$ cat src/rtl/core/scc_pkg.sv
// ----------------------------------------------------------------------------
// scc_pkg
// Shared constants, pipeline transaction types and tables for the swept
// circle collision pipeline.
// ----------------------------------------------------------------------------
package scc_pkg;

  localparam int FRAC_BITS  = 16;
  localparam int ANGLE_BITS = 16;
  localparam int ANG_OUT_W  = 16;
  localparam int TIME_W     = 32;
  localparam int COORD_W    = 33;
  localparam int WW_W       = 66;
  localparam int WD_W       = 67;
  localparam int RAD_W      = 132;
  localparam int ROOT_W     = RAD_W / 2;
  localparam int SREM_W     = ROOT_W + 2;
  localparam int VEC_W      = 51;
  localparam int NORM_W     = 30;
  localparam int NORM_STEPS = 5;
  localparam int CRD_STAGES = 30;
  localparam int CRD_IDX_W  = 5;
  localparam int ACC_W      = 32;
  localparam int IN_W       = 352;
  localparam int OUT_W      = 48;
  localparam int ADDR_W     = 3;
  localparam int DATA_W     = 32;

  localparam logic [DATA_W-1:0] THR_RESET = 32'd4295;
  localparam logic              REG_THR   = 1'b0;

  typedef struct packed {
    logic                     par;
    logic                     par_hit;
    logic                     rad_ok;
    logic signed [WD_W-1:0]   wd;
    logic [WW_W-1:0]          ww;
    logic [TIME_W-1:0]        hor;
    logic signed [COORD_W-1:0] dx;
    logic signed [COORD_W-1:0] dy;
    logic signed [COORD_W-1:0] wx;
    logic signed [COORD_W-1:0] wy;
  } side_t;

  typedef struct packed {
    logic [RAD_W-1:0]  rad;
    logic [SREM_W-1:0] rem;
    logic [ROOT_W-1:0] root;
    side_t             side;
  } sqrt_tok_t;

  typedef struct packed {
    logic              ok;
    logic [TIME_W-1:0] nlo;
    logic [WW_W-1:0]   rem;
    logic [TIME_W-1:0] q;
    side_t             side;
  } div_tok_t;

  typedef struct packed {
    logic signed [VEC_W-1:0] x;
    logic signed [VEC_W-1:0] y;
    logic                    par;
    logic                    hit;
    logic [TIME_W-1:0]       tq;
  } vec_t;

  typedef struct packed {
    logic signed [COORD_W-1:0] x;
    logic signed [COORD_W-1:0] y;
    logic [ACC_W-1:0]          acc;
    logic                      zero;
    logic                      par;
    logic                      hit;
    logic [TIME_W-1:0]         tq;
  } crd_tok_t;

  typedef struct packed {
    logic                 hit;
    logic [TIME_W-1:0]    tq;
    logic [ANG_OUT_W-1:0] ang;
  } res_t;

  function automatic logic fits(input logic signed [VEC_W-1:0] v, input int unsigned n);
    logic signed [VEC_W-1:0] s;
    s = v >>> (n - 1);
    return (s == '0) || (s == '1);
  endfunction

  function automatic logic [ACC_W-1:0] atan_turn(input logic [CRD_IDX_W-1:0] idx);
    logic [ACC_W-1:0] t;
    case (idx)
      5'd0:    t = 32'h20000000;
      5'd1:    t = 32'h12E4051D;
      5'd2:    t = 32'h09FB385B;
      5'd3:    t = 32'h051111D4;
      5'd4:    t = 32'h028B0D43;
      5'd5:    t = 32'h0145D7E1;
      5'd6:    t = 32'h00A2F61E;
      5'd7:    t = 32'h00517C55;
      5'd8:    t = 32'h0028BE53;
      5'd9:    t = 32'h00145F2E;
      5'd10:   t = 32'h000A2F98;
      5'd11:   t = 32'h000517CC;
      5'd12:   t = 32'h00028BE6;
      5'd13:   t = 32'h000145F3;
      5'd14:   t = 32'h0000A2F9;
      5'd15:   t = 32'h0000517C;
      5'd16:   t = 32'h000028BE;
      5'd17:   t = 32'h0000145F;
      5'd18:   t = 32'h00000A2F;
      5'd19:   t = 32'h00000517;
      5'd20:   t = 32'h0000028B;
      5'd21:   t = 32'h00000145;
      5'd22:   t = 32'h000000A2;
      5'd23:   t = 32'h00000051;
      5'd24:   t = 32'h00000028;
      5'd25:   t = 32'h00000014;
      5'd26:   t = 32'h0000000A;
      5'd27:   t = 32'h00000005;
      5'd28:   t = 32'h00000002;
      5'd29:   t = 32'h00000001;
      default: t = '0;
    endcase
    return t;
  endfunction

endpackage

$ cat src/rtl/core/scc_sqrt_cell.sv
// ----------------------------------------------------------------------------
// scc_sqrt_cell
// One root digit of the integer square root chain.
// ----------------------------------------------------------------------------
module scc_sqrt_cell (
  input  logic              clk,
  input  logic              rst_n,
  input  logic              en,
  input  logic              up_vld,
  input  scc_pkg::sqrt_tok_t up_tok,
  output logic              dn_vld,
  output scc_pkg::sqrt_tok_t dn_tok
);

  logic               vld_r;
  scc_pkg::sqrt_tok_t tok_r, tok_nxt;
  logic [scc_pkg::SREM_W+1:0] rem2, trial, diff;
  logic ge;

  always_comb begin
    rem2  = {up_tok.rem, up_tok.rad[scc_pkg::RAD_W-1 -: 2]};
    trial = {2'b00, up_tok.root, 2'b01};
    diff  = rem2 - trial;
    ge    = (rem2 >= trial);
    tok_nxt      = up_tok;
    tok_nxt.rad  = up_tok.rad << 2;
    tok_nxt.rem  = ge ? diff[scc_pkg::SREM_W-1:0] : rem2[scc_pkg::SREM_W-1:0];
    tok_nxt.root = {up_tok.root[scc_pkg::ROOT_W-2:0], ge};
  end

  always_ff @(posedge clk) begin
    if (!rst_n) begin
      vld_r <= 1'b0;
    end else if (en) begin
      vld_r <= up_vld;
    end
  end

  always_ff @(posedge clk) begin
    if (en) begin
      tok_r <= tok_nxt;
    end
  end

  assign dn_vld = vld_r;
  assign dn_tok = tok_r;

endmodule

$ cat config.mk
export PLATFORM = sky130hd
export DESIGN_NAME = scc_sqrt_cell
export DESIGN_NICKNAME = d
export VERILOG_FILES = /design/src/rtl/core/scc_pkg.sv /design/src/rtl/core/scc_sqrt_cell.sv
export SDC_FILE = /design/constraint.sdc
export NUM_CORES = 1
export LEC_CHECK = 0
export BUFFER_PORTS_ARGS = -buffer_cell sky130_fd_sc_hd__buf_4
export CAP_MARGIN = 40
export CORE_AREA = 10 10 435 437
export DETAILED_ROUTE_END_ITERATION = 8
export DIE_AREA = 0 0 445 447
export PLACE_DENSITY_LB_ADDON = 0.12
export SLEW_MARGIN = 20
export SYNTH_ARGS = -nofsm -noshare
export SYNTH_HDL_FRONTEND = slang
export SYNTH_SLANG_ARGS = --single-unit
$ cat constraint.sdc
create_clock -name clk -period 2.65 [get_ports clk]
set_input_delay 0.1325 -clock clk [delete_from_list [all_inputs] [get_ports clk]]
set_output_delay 0.1325 -clock clk [all_outputs]
set_load 0.05 [all_outputs]
* After elaboration in Yosys (flattened, before gate mapping) *
Cells that the tools add are included.

cells by class
  add/subtract/negate cells = 1
  $lt $le $gt $ge = 1
  multiplexer cells = 1

operators by type and width
  operator                                      number
  greater-or-equal comparator 70 x 68 -> 1 bit  1
  2-to-1 mux 68 bit                             1
  subtractor 68 bit                             1

word-level totals
  register bits = 565
  input port bits = 570
  output and inout port bits = 567
  logic and storage cells = 17

* Logic depth before layout (Yosys ltp) *
  word-level depth = 2
  mapped depth = 15
  gate-level depth less buffers = 11

* Worst setup path after synthesis *
OpenSTA, ideal clock, no wires.

  path type = input to register
  start = in up_tok[321] (netlist name)
  end = reg tok_r (netlist bit dn_tok[382]) (data pin)
  library setup time = 262 ps
  data arrival time = 2518 ps
  data required time = 2388 ps
  slack = -130 ps
  stages on the path = 14
  buffers on the path = 3
  cell sequence = inv_1 ha_1 buf_2 a21o_1 a21o_1 a21oi_1 o221ai_1 a21oi_2 o21ai_1 o21ai_2 and2_1 buf_2 buf_4 mux2_1

RTL lines
  element               line                 RTL
  from (decl)           scc_sqrt_cell.sv:10  input scc_pkg::sqrt_tok_t up_tok,
  to (signal assigned)  scc_sqrt_cell.sv:41  tok_r <= tok_nxt;
  to (decl)             scc_sqrt_cell.sv:16  scc_pkg::sqrt_tok_t tok_r, tok_nxt;

==> flow_summary.yaml <==
power_and_ir_drop:
  share_comb_of_total_power_pct: 28.3
  p_clk_share_pct: 34.8
  power.internal_w: 0.0199
  p_sw_share_pct: 33.5
  switchingPower_w: 0.0100
  finalPower_w: 0.0299
  peakVddDrop_mv: 0.457
  powerDensity_nw_per_um2: 663
  p_seq_share_pct: 36.9
  p_leak_nw: 18.8
place:
  placed_cell_area_um2: 36700
  portBuffers: 1134
  hpwl_mm: 122
  routabilityCongestion: 0.806
floorplan:
  fp-row-count: 156
  core_area_um2: 180000
  die_w_um: 445
  start_util_pct: 12.5
  die_y_um: 447
  fp.dieArea_um2: 199000
  ios: 1137
detailed_routing:
  routed_via_density: 3.47
  ant_nets: 0
  first_iter_violations: 908
  route.final.wire_length_mm: 146
  vias: 20700
  drt_pass1_iterations: 5
  drc: 0
  wire_per_inst_um: 24.4
final_layout:
  final_nets: 4155
  area_growth_syn_to_layout_pct: 99.9
  layout_commonest_cell: "buf_4"
  fin_util_pct: 25.0
  num-fill-cells: 19300
  final_cell_mix: "buf_4 (1475), dlygate4sd3_1 (570), edfxtp_1 (564)"
  drive_gt1_share_pct: 45.8
  post-route-cell-area_um2: 45000
synth:
  yosysTopAreaCellShare_pct: 75.2
  ys_warn_count: 0
  ys_seq_elements: 565
  synth_area_um2: 22500
  yosys.cell_types.count: 68
  synth_area_per_cell_um2: 15.8
  async_flop_share_pct: 0
  syn-instance-count: 1425
  ys_top_cells_by_area: "edfxtp_1 (75%), ha_1 (3.8%), mux2_1 (2.5%), a21oi_1 (2.4%), xnor2_1 (1.7%)"
  ys_seq_area_share_pct: 75.3
  ys.flop_type: "edfxtp_1"
  yosys.area.top_type: "edfxtp_1"
  synth_edf_count: 564
cts:
  clk_path_buf_depth: 3
  tritoncts: "done"
  clockRootBuffer: "clkbuf_16"
  numCtsBuffers: 79
  clkLatencyLatePin_ps: 680
  clkTransAtPathRegs_ps: 50
  cts-htree-levels: 3
  cts.sinks: 565
timing:
  hold_slack_ps: 118
  finalCriticalPeriod_ps: 2580
  hold_violations: 0
  fin_worst_skew_ps: 0
  tns_ps: 0
  slew_violations: 0
  worst_pin_slew_ps: 602
  setup_viol: 0
  fmax_mhz: 388
  grt_setup_unrepaired: "no"
  slew_headroom_pct: 59.4
  fin_crit_sh_pct: 97.4
critical_path:
  cp-start-kind: "input port"
  critPathBufInv: 4
  cp_slowest_stage_delay_ps: 350
  crit_family: "compound AO/OA/AOI/OAI gates"
  critical_path_required_ps: 3050
  path_cells: "buf_4, inv_1, ha_1, a21o_1, a31oi_1, nor3_1, nand4b_1, buf_4, a21oi_4, o21ai_2, o21ai_2, and2_4, buf_12, mux2_1"
  end_kind: "register"
  slowest_stage: "ha_1"
  crit_type: "in -> reg"
  cp_max_fo: 15
  arrival_ps: 2980
global_routing:
  grt_max_degree: 71
  gr-total-overflow: 0
  grt_pass1_vias: 22300
  grt_use_total_pct: 13.8
  antenna_found_initial: 79
  grt_pass1_wl_mm: 192
job:
  maxCapViolations: 0
run_status:
  status: "completed"
worst_hold_path:
  hp-class: "in -> reg"
==> power groups by stage <==
| stage | Clock (W) | Sequential (W) | Combinational, W |
|---|---|---|---|
| after floorplan | 0 | 0.0140 | 0.00114 |
| final | 0.0104 | 0.0110 | 0.00846 |
| after global placement | 0 | 0.0112 | 0.00783 |
| after CTS | 0.0109 | 0.0110 | 0.00864 |
| after global routing | 0.0112 | 0.0111 | 0.00894 |
| after detailed placement | 0 | 0.0112 | 0.00779 |
==> sequential cells by signal, indices dropped and copies added (netlist names) <==
signal,flops
dn_vld,1
dn_tok,564
==> layer usage <==
| layer | GRT usage (%) | share of wire [%] |
|---|---|---|
| met4 | 2.59 | 2.0 |
| met2 | 27.8 | 56 |
| met3 | 4.60 | 7.1 |
| met1 | 13.6 | 34 |
| met5 | 0 | 0.054 |
==> repair_timing <==
item / 4_1_cts / 5_1_grt
resized for setup: 2 / 20
hold buffers: 570 / 0
setup endpoints to repair: 18 / 25
endpoints found under the hold margin: 594 / 0
pin swaps: 0 / 1
buffers inserted: 0 / 1
gates cloned: 0 / 1
==> worst register-to-register path, cell delays in order (launching register included) <==
cell and delay (ps):
dfxtp_1 310, mux2i_1 140, nor2b_1 60, dlygate4sd3_1 550
==> synthesized netlist by cell type (all sizes together), types with 3 or more instances <==
cell / instances
o311ai: 3
nor4: 5
nor2b: 7
edfxtp: 564
and3: 5
o21bai: 13
buf: 29
a31oi: 12
nand3: 26
and2: 6
a21o: 21
nor3: 17
o21a: 12
clkbuf: 26
nand2: 69
xnor2: 45
nor2: 51
nand4: 39
a21oi: 111
mux2: 51
a211oi: 5
inv: 93
o211ai: 5
xor2: 17
nand2b: 8
ha: 68
o21ai: 67
o31ai: 11
==> metrics by stage <==
| stage | cells | setup WS, ps |
|---|---|---|
| floorplan | 1426 | 4.91 |
| global placement | 5234 | -848 |
| finish | 5961 | 69.8 |
| global route | 5956 | 6.10 |
| detailed placement | 5234 | -875 |
| CTS | 5945 | 37.1 |
==> cell type report <==
type	count	area (um^2)	area share, %
Timing Repair Buffer	2065	17200	38.2
Sequential cell	565	17000	37.7
Multi-Input combinational cell	713	5070	11.3
Tap cell	2370	2970	6.59
Clock buffer	99	2070	4.60
Clock inverter	42	398	0.884
Inverter	93	349	0.775
Antenna cell	14	35.0	0.0778
==> final timing paths <==
path,from,endpoint,slack (ps),depth (start not counted)
worst max-delay path,up_tok[305],dn_tok[397],70,14
worst min-delay path,up_tok[419],dn_tok[421],120,4
worst max register to register,dn_vld,dn_vld,1470,3
worst min register to register,dn_vld,dn_vld,1100,3
==> kinds of logic (layout without fill, tap and decap cells) <==
family                     Yosys count  after routing  synth area share (%)
AOI/OAI and AO/OA                  284            284                  7.85
adders and majority gates           68             68                  3.78
and+or+nand+nor                    244            244                  5.31
muxes                               53             53                  2.64
buffers and inverters              148           2299                  2.73
other                                1             16                0.0166
xor gates and xnor gates            62             62                  2.41
DFF                                565            565                  75.3
Note: power is estimated with default switching activity, not from simulation.
