<file path="config.mk">
export PLATFORM = sky130hd
export DESIGN_NAME = scc_div_cell
export DESIGN_NICKNAME = d
export VERILOG_FILES = /design/src/rtl/core/scc_pkg.sv /design/src/rtl/core/scc_div_cell.sv
export SDC_FILE = /design/constraint.sdc
export NUM_CORES = 1
export LEC_CHECK = 0
export ABC_AREA = 0
export CORE_AREA = 2 2 340 342
export CTS_CLUSTER_SIZE = 16
export DETAILED_ROUTE_END_ITERATION = 10
export DIE_AREA = 0 0 342 344
export DONT_BUFFER_PORTS = 1
export PLACE_DENSITY = 0.3
export SLEW_MARGIN = 20
export SYNTH_ARGS = -nofsm -noshare
export SYNTH_HDL_FRONTEND = slang
export SYNTH_SLANG_ARGS = --single-unit
export TNS_END_PERCENT = 30
</file>
<file path="constraint.sdc">
create_clock -name clk -period 3.6 [get_ports clk]
set_input_delay 0.72 -clock clk [delete_from_list [all_inputs] [get_ports clk]]
set_output_delay 0.72 -clock clk [all_outputs]
set_load 0.05 [all_outputs]
</file>
<file path="src/rtl/core/scc_pkg.sv">
// ----------------------------------------------------------------------------
// scc_pkg
// Shared constants, pipeline transaction types and tables for the swept
// circle collision pipeline.
// ----------------------------------------------------------------------------
package scc_pkg;

  localparam int FRAC_BITS  = 16;
  localparam int ANGLE_BITS = 16;
  localparam int ANG_OUT_W  = 16;
  localparam int TIME_W     = 32;
  localparam int COORD_W    = 33;
  localparam int WW_W       = 66;
  localparam int WD_W       = 67;
  localparam int RAD_W      = 132;
  localparam int ROOT_W     = RAD_W / 2;
  localparam int SREM_W     = ROOT_W + 2;
  localparam int VEC_W      = 51;
  localparam int NORM_W     = 30;
  localparam int NORM_STEPS = 5;
  localparam int CRD_STAGES = 30;
  localparam int CRD_IDX_W  = 5;
  localparam int ACC_W      = 32;
  localparam int IN_W       = 352;
  localparam int OUT_W      = 48;
  localparam int ADDR_W     = 3;
  localparam int DATA_W     = 32;

  localparam logic [DATA_W-1:0] THR_RESET = 32'd4295;
  localparam logic              REG_THR   = 1'b0;

  typedef struct packed {
    logic                     par;
    logic                     par_hit;
    logic                     rad_ok;
    logic signed [WD_W-1:0]   wd;
    logic [WW_W-1:0]          ww;
    logic [TIME_W-1:0]        hor;
    logic signed [COORD_W-1:0] dx;
    logic signed [COORD_W-1:0] dy;
    logic signed [COORD_W-1:0] wx;
    logic signed [COORD_W-1:0] wy;
  } side_t;

  typedef struct packed {
    logic [RAD_W-1:0]  rad;
    logic [SREM_W-1:0] rem;
    logic [ROOT_W-1:0] root;
    side_t             side;
  } sqrt_tok_t;

  typedef struct packed {
    logic              ok;
    logic [TIME_W-1:0] nlo;
    logic [WW_W-1:0]   rem;
    logic [TIME_W-1:0] q;
    side_t             side;
  } div_tok_t;

  typedef struct packed {
    logic signed [VEC_W-1:0] x;
    logic signed [VEC_W-1:0] y;
    logic                    par;
    logic                    hit;
    logic [TIME_W-1:0]       tq;
  } vec_t;

  typedef struct packed {
    logic signed [COORD_W-1:0] x;
    logic signed [COORD_W-1:0] y;
    logic [ACC_W-1:0]          acc;
    logic                      zero;
    logic                      par;
    logic                      hit;
    logic [TIME_W-1:0]         tq;
  } crd_tok_t;

  typedef struct packed {
    logic                 hit;
    logic [TIME_W-1:0]    tq;
    logic [ANG_OUT_W-1:0] ang;
  } res_t;

  function automatic logic fits(input logic signed [VEC_W-1:0] v, input int unsigned n);
    logic signed [VEC_W-1:0] s;
    s = v >>> (n - 1);
    return (s == '0) || (s == '1);
  endfunction

  function automatic logic [ACC_W-1:0] atan_turn(input logic [CRD_IDX_W-1:0] idx);
    logic [ACC_W-1:0] t;
    case (idx)
      5'd0:    t = 32'h20000000;
      5'd1:    t = 32'h12E4051D;
      5'd2:    t = 32'h09FB385B;
      5'd3:    t = 32'h051111D4;
      5'd4:    t = 32'h028B0D43;
      5'd5:    t = 32'h0145D7E1;
      5'd6:    t = 32'h00A2F61E;
      5'd7:    t = 32'h00517C55;
      5'd8:    t = 32'h0028BE53;
      5'd9:    t = 32'h00145F2E;
      5'd10:   t = 32'h000A2F98;
      5'd11:   t = 32'h000517CC;
      5'd12:   t = 32'h00028BE6;
      5'd13:   t = 32'h000145F3;
      5'd14:   t = 32'h0000A2F9;
      5'd15:   t = 32'h0000517C;
      5'd16:   t = 32'h000028BE;
      5'd17:   t = 32'h0000145F;
      5'd18:   t = 32'h00000A2F;
      5'd19:   t = 32'h00000517;
      5'd20:   t = 32'h0000028B;
      5'd21:   t = 32'h00000145;
      5'd22:   t = 32'h000000A2;
      5'd23:   t = 32'h00000051;
      5'd24:   t = 32'h00000028;
      5'd25:   t = 32'h00000014;
      5'd26:   t = 32'h0000000A;
      5'd27:   t = 32'h00000005;
      5'd28:   t = 32'h00000002;
      5'd29:   t = 32'h00000001;
      default: t = '0;
    endcase
    return t;
  endfunction

endpackage

</file>
<file path="src/rtl/core/scc_div_cell.sv">
// ----------------------------------------------------------------------------
// scc_div_cell
// One quotient bit of the restoring contact time divider chain.
// ----------------------------------------------------------------------------
module scc_div_cell (
  input  logic             clk,
  input  logic             rst_n,
  input  logic             en,
  input  logic             up_vld,
  input  scc_pkg::div_tok_t up_tok,
  output logic             dn_vld,
  output scc_pkg::div_tok_t dn_tok
);

  logic              vld_r;
  scc_pkg::div_tok_t tok_r, tok_nxt;
  logic [scc_pkg::WW_W:0] r2, dvs, diff;
  logic ge;

  always_comb begin
    r2   = {up_tok.rem, up_tok.nlo[scc_pkg::TIME_W-1]};
    dvs  = {1'b0, up_tok.side.ww};
    diff = r2 - dvs;
    ge   = (r2 >= dvs);
    tok_nxt     = up_tok;
    tok_nxt.nlo = up_tok.nlo << 1;
    tok_nxt.rem = ge ? diff[scc_pkg::WW_W-1:0] : r2[scc_pkg::WW_W-1:0];
    tok_nxt.q   = {up_tok.q[scc_pkg::TIME_W-2:0], ge};
  end

  always_ff @(posedge clk) begin
    if (!rst_n) begin
      vld_r <= 1'b0;
    end else if (en) begin
      vld_r <= up_vld;
    end
  end

  always_ff @(posedge clk) begin
    if (en) begin
      tok_r <= tok_nxt;
    end
  end

  assign dn_vld = vld_r;
  assign dn_tok = tok_r;

endmodule

</file>
# Word level (Yosys, flattened, before mapping)
# Index checks and enable logic that the tools add are counted.
# W data, S select, Z words.
dict set report totals {
  word_cells 18
  register_bits 431
  out_inout_bits 432
  in_bits 435
}
dict set report classes {
  magnitude_cmp 1
  addsub 1
  muxes 1
}
# operator count
set op_table {}
lappend op_table {{$ge A67 B66 Y1} 1}
lappend op_table {{$mux W66} 1}
lappend op_table {{$sub A66 B66 Y66} 1}

# Longest topological paths before layout
dict set report logic_depth {
  word_depth 2
  depth_mapped 15
  depth_no_buf 13
}

# Worst setup path before layout
# OpenSTA, ideal clock, no wires.
dict set report synth_path {
  path_kind {in2reg}
  from {input port up_tok[429] (netlist bit)}
  to {register tok_r (netlist bit dn_tok[388]) (data pin)}
  t_arrival_ns 3.517
  setup_slack_ns -0.086
  setup_ns 0.169
  required_time_ns 3.431
  path_stages 13
  n_path_buf 0
  cell_sequence {inv_1 -> ha_1 -> inv_1 -> fa_1 -> a21o_1 -> a221o_1 -> a211oi_2 -> o211ai_1 -> a21oi_2 -> o221ai_1 -> a21o_1 -> mux2_2 -> o31ai_1}
}
# element line_no
set synth_rtl {}
lappend synth_rtl {{start, declared} scc_div_cell.sv:10} ;# input scc_pkg::div_tok_t up_tok,
lappend synth_rtl {{end signal, assigned} scc_div_cell.sv:41} ;# tok_r <= tok_nxt;
lappend synth_rtl {{end, declared} scc_div_cell.sv:16} ;# scc_pkg::div_tok_t tok_r, tok_nxt;

==> impl_metrics.toml <==
[run_status]
status = "complete, no violations"

[floorplan]
pin_count = 867
die_area_mm2 = 0.118
num_rows = 124
die_h_um = 344
coreArea_mm2 = 0.114
start_util = 0.158
die_width_um = 342

[setup_path]
cpMaxStageDelayCell = "fa_1"
ff2ff_path_depth = 2
crit_buf_inv = 5
cp.depth = 16
timing.rr.start = "dn_vld"
cp_data_arrival_time_ns = 3.72
worstSetupPathType = "primary input to flip-flop"
reg2reg_to = "dn_vld"
critPathLaunch = "up_tok[429]"
path_common_cell = "buf_4"
cp_top_family = "compound AO/OA/AOI/OAI gates"
r2r_slack_ns = 2.61
required_ns = 3.99
endpoint = "dn_tok[386]"
path_cells = "inv_1 > ha_1 > inv_1 > fa_1 > a21o_1 > a221o_1 > a21oi_1 > a211oi_1 > buf_4 > o211ai_1 > buf_4 > nand3_1 > a31oi_1 > buf_4 > xor2_1 > o21ai_0"
critPathMaxFanout = 4
worst_setup_path_start_kind = "primary input"
cp-end-kind = "flip-flop"
slowest_delay_ns = 0.40

[power]
powerDensity_mw_per_mm2 = 655
power_frac_comb = 0.090
swShare = 0.334
p_leak_nw = 8.29
clkPwrFrac = 0.375
ir_drop_uv = 335
switchingPower_mw = 5.03
seq_power_share = 0.535
total_power_mw = 15.1
intPower_mw = 10.0

[final_layout]
post_route_cells_drive_above_1_share = 0.182
syn_to_final_growth_pct = 28.0
layout_commonest_cell = "edfxtp_1"
final_cell_mix = "edfxtp_1, buf_4, nand2_1"
multi_input_area_mm2 = 0.00464
num-fill-cells = 12332
nNetsFinal = 1967
regArea_mm2 = 0.0129

[timing]
finalMaxSlewViolations = 0
clock_skew_ns = 0
max_freq_mhz = 300
fin_setup_tns_ns = 0
whs_ns = 0.164
setup_viol_count_final = 0
finalCritPeriodShare = 0.925
fin_crit_ns = 3.33
rsz0062_at_grt = "no"
hold_viol = 0
worst_slew_pin_slew_ns = 0.956
slew_headroom = 0.362
setup_ws_ns = 0.271

[clock_tree]
cts.path.max_buffers = 3
numCtsBuffers = 53
clk_latency_ns = 0.64
cts_root_buf = "clkbuf_16"
htree_levels = 2
cts_tree = "yes"
holdBufCountCts = 0
cts_sinks = 431
postCtsSetupRepairBufs = 0
clk_pin_slew_ns = 0.06

[global_route]
antenna_found_initial = 102
gr-total-overflow = 0
grt_util_all_layers = 0.137
grt_max_degree = 432
grt_pass1_vias = 11995
grt_first_pass_wirelength_um = 110000

[synthesis]
synth_xor_xnor_area_share = 0.0273
synth-compound-area-share = 0.104
synth_flop_cell = "edfxtp_1"
synth.distinct_cells = 67
synth-simple-area-share = 0.0733
yosysSeqAreaShare = 0.719
yosysWarnings = 0
synth.mux.area_fraction = 0.00299
syn_avg_cell_area_um2 = 14.1
synth_fa_ha_area_frac = 0.0470
syn_inst = 1274
synth_edf_count = 430
synth_seq_cells = 431
netlist_area_mm2 = 0.0180
synth_top_family_by_area = "compound AO/OA/AOI/OAI gates"
synth_fp_nets = 1776
ys_async_sr_fraction = 0

[routing]
first_pass_iters = 5
via_count = 11734
totalWireLength_um = 85600
drtIter0Drc = 676
drc = 0
via_per_inst = 3.85
wl_per_cell_um = 28.1
final_antenna_net_count = 0

[placed_design]
pre_cts_slack_ns = -0.514
routabilityCongestion = 0.851
io_buffers = 0
dp_hpwl_um = 71200

[hold_path]
hp-class = "primary input to flip-flop"

[flow_run]
cap_violations = 0
## cells by family (layout without fill, tap and decap cells)
family	count (synthesis)	after routing
DFF	431	431
other	1	25
and+or+nand+nor	287	287
muxes	5	5
buffers and inverters	120	354
AOI/OAI and AO/OA	307	307
xor gates and xnor gates	56	56
adders and majority gates	67	67
## timing repair
| item | CTS | global route |
|---|---|---|
| endpoints found under the hold margin | 0 | 0 |
| endpoints found under the setup margin | 0 | 1 |
| resized for setup | 0 | 1 |
## sequential cells by signal (all words and copies together) (netlist names)
name	flops
dn_tok	430
dn_vld	1
## synthesized netlist by cell type (3+ instances only)
library cell,number,area (um^2)
a211oi_1,4,30.0
a21boi_0,3,22.5
a21o_1,27,203
a21oi_1,85,425
a221o_1,3,30.0
a221oi_1,4,35.0
a311oi_1,3,26.3
a31oi_1,10,62.6
and3_1,11,68.8
and4_1,3,26.3
clkbuf_1,33,124
edfxtp_1,430,12900
ha_1,66,826
inv_1,82,308
nand2_1,133,499
nand2b_1,5,31.3
nand3_1,19,95.1
nand4_1,22,138
nor2_1,59,221
nor2b_1,6,37.5
nor3_1,6,30.0
nor4_1,6,37.5
o211ai_1,6,45.0
o21a_1,7,52.6
o21ai_0,106,531
o21bai_1,16,120
o31ai_1,12,90.1
or2_2,3,18.8
xnor2_1,27,236
xor2_1,29,254
## cell type report
type | instances | share of cell area
clock buffer | 65 | 0.0596
timing repair buffer | 174 | 0.0595
sequential | 431 | 0.562
multi-input combinational | 723 | 0.201
clock inverter | 33 | 0.0195
inverter | 82 | 0.0134
antenna | 24 | 0.00261
tap | 1512 | 0.0822
## worst min path at each step
stage,cells after the start,start,end
after floorplan,2,dn_vld,dn_vld
after global placement,2,dn_vld,dn_vld
after detailed placement,2,dn_vld,dn_vld
after CTS,0,up_tok[202],dn_tok[202]
after global routing,0,up_tok[316],dn_tok[317]
final,0,up_tok[23],dn_tok[23]
## per-layer routing
| metal | share of wire | GRT usage |
|---|---|---|
| met5 | 0.0012 | 0 |
| met4 | 0.030 | 0.0359 |
| met3 | 0.10 | 0.0630 |
| met2 | 0.52 | 0.254 |
| met1 | 0.34 | 0.139 |
## power by group through the flow
stage	logic (mW)	clock network, mW	registers (mW)
after floorplan	0.768	0	7.92
final	1.35	5.65	8.07
after global routing	1.52	6.02	8.12
after global placement	1.37	0	8.19
after detailed placement	1.37	0	8.18
after CTS	1.38	5.88	8.09
## stage by stage
step                std cells  utilization  cell area, um^2
global route             3026        0.202            23000
finish                   3044        0.202            23000
global placement         2922        0.186            21100
CTS                      3020        0.202            23000
floorplan                1274            -            18000
detailed placement       2922        0.186            21100
No activity file was read; power rests on OpenSTA's default activity.
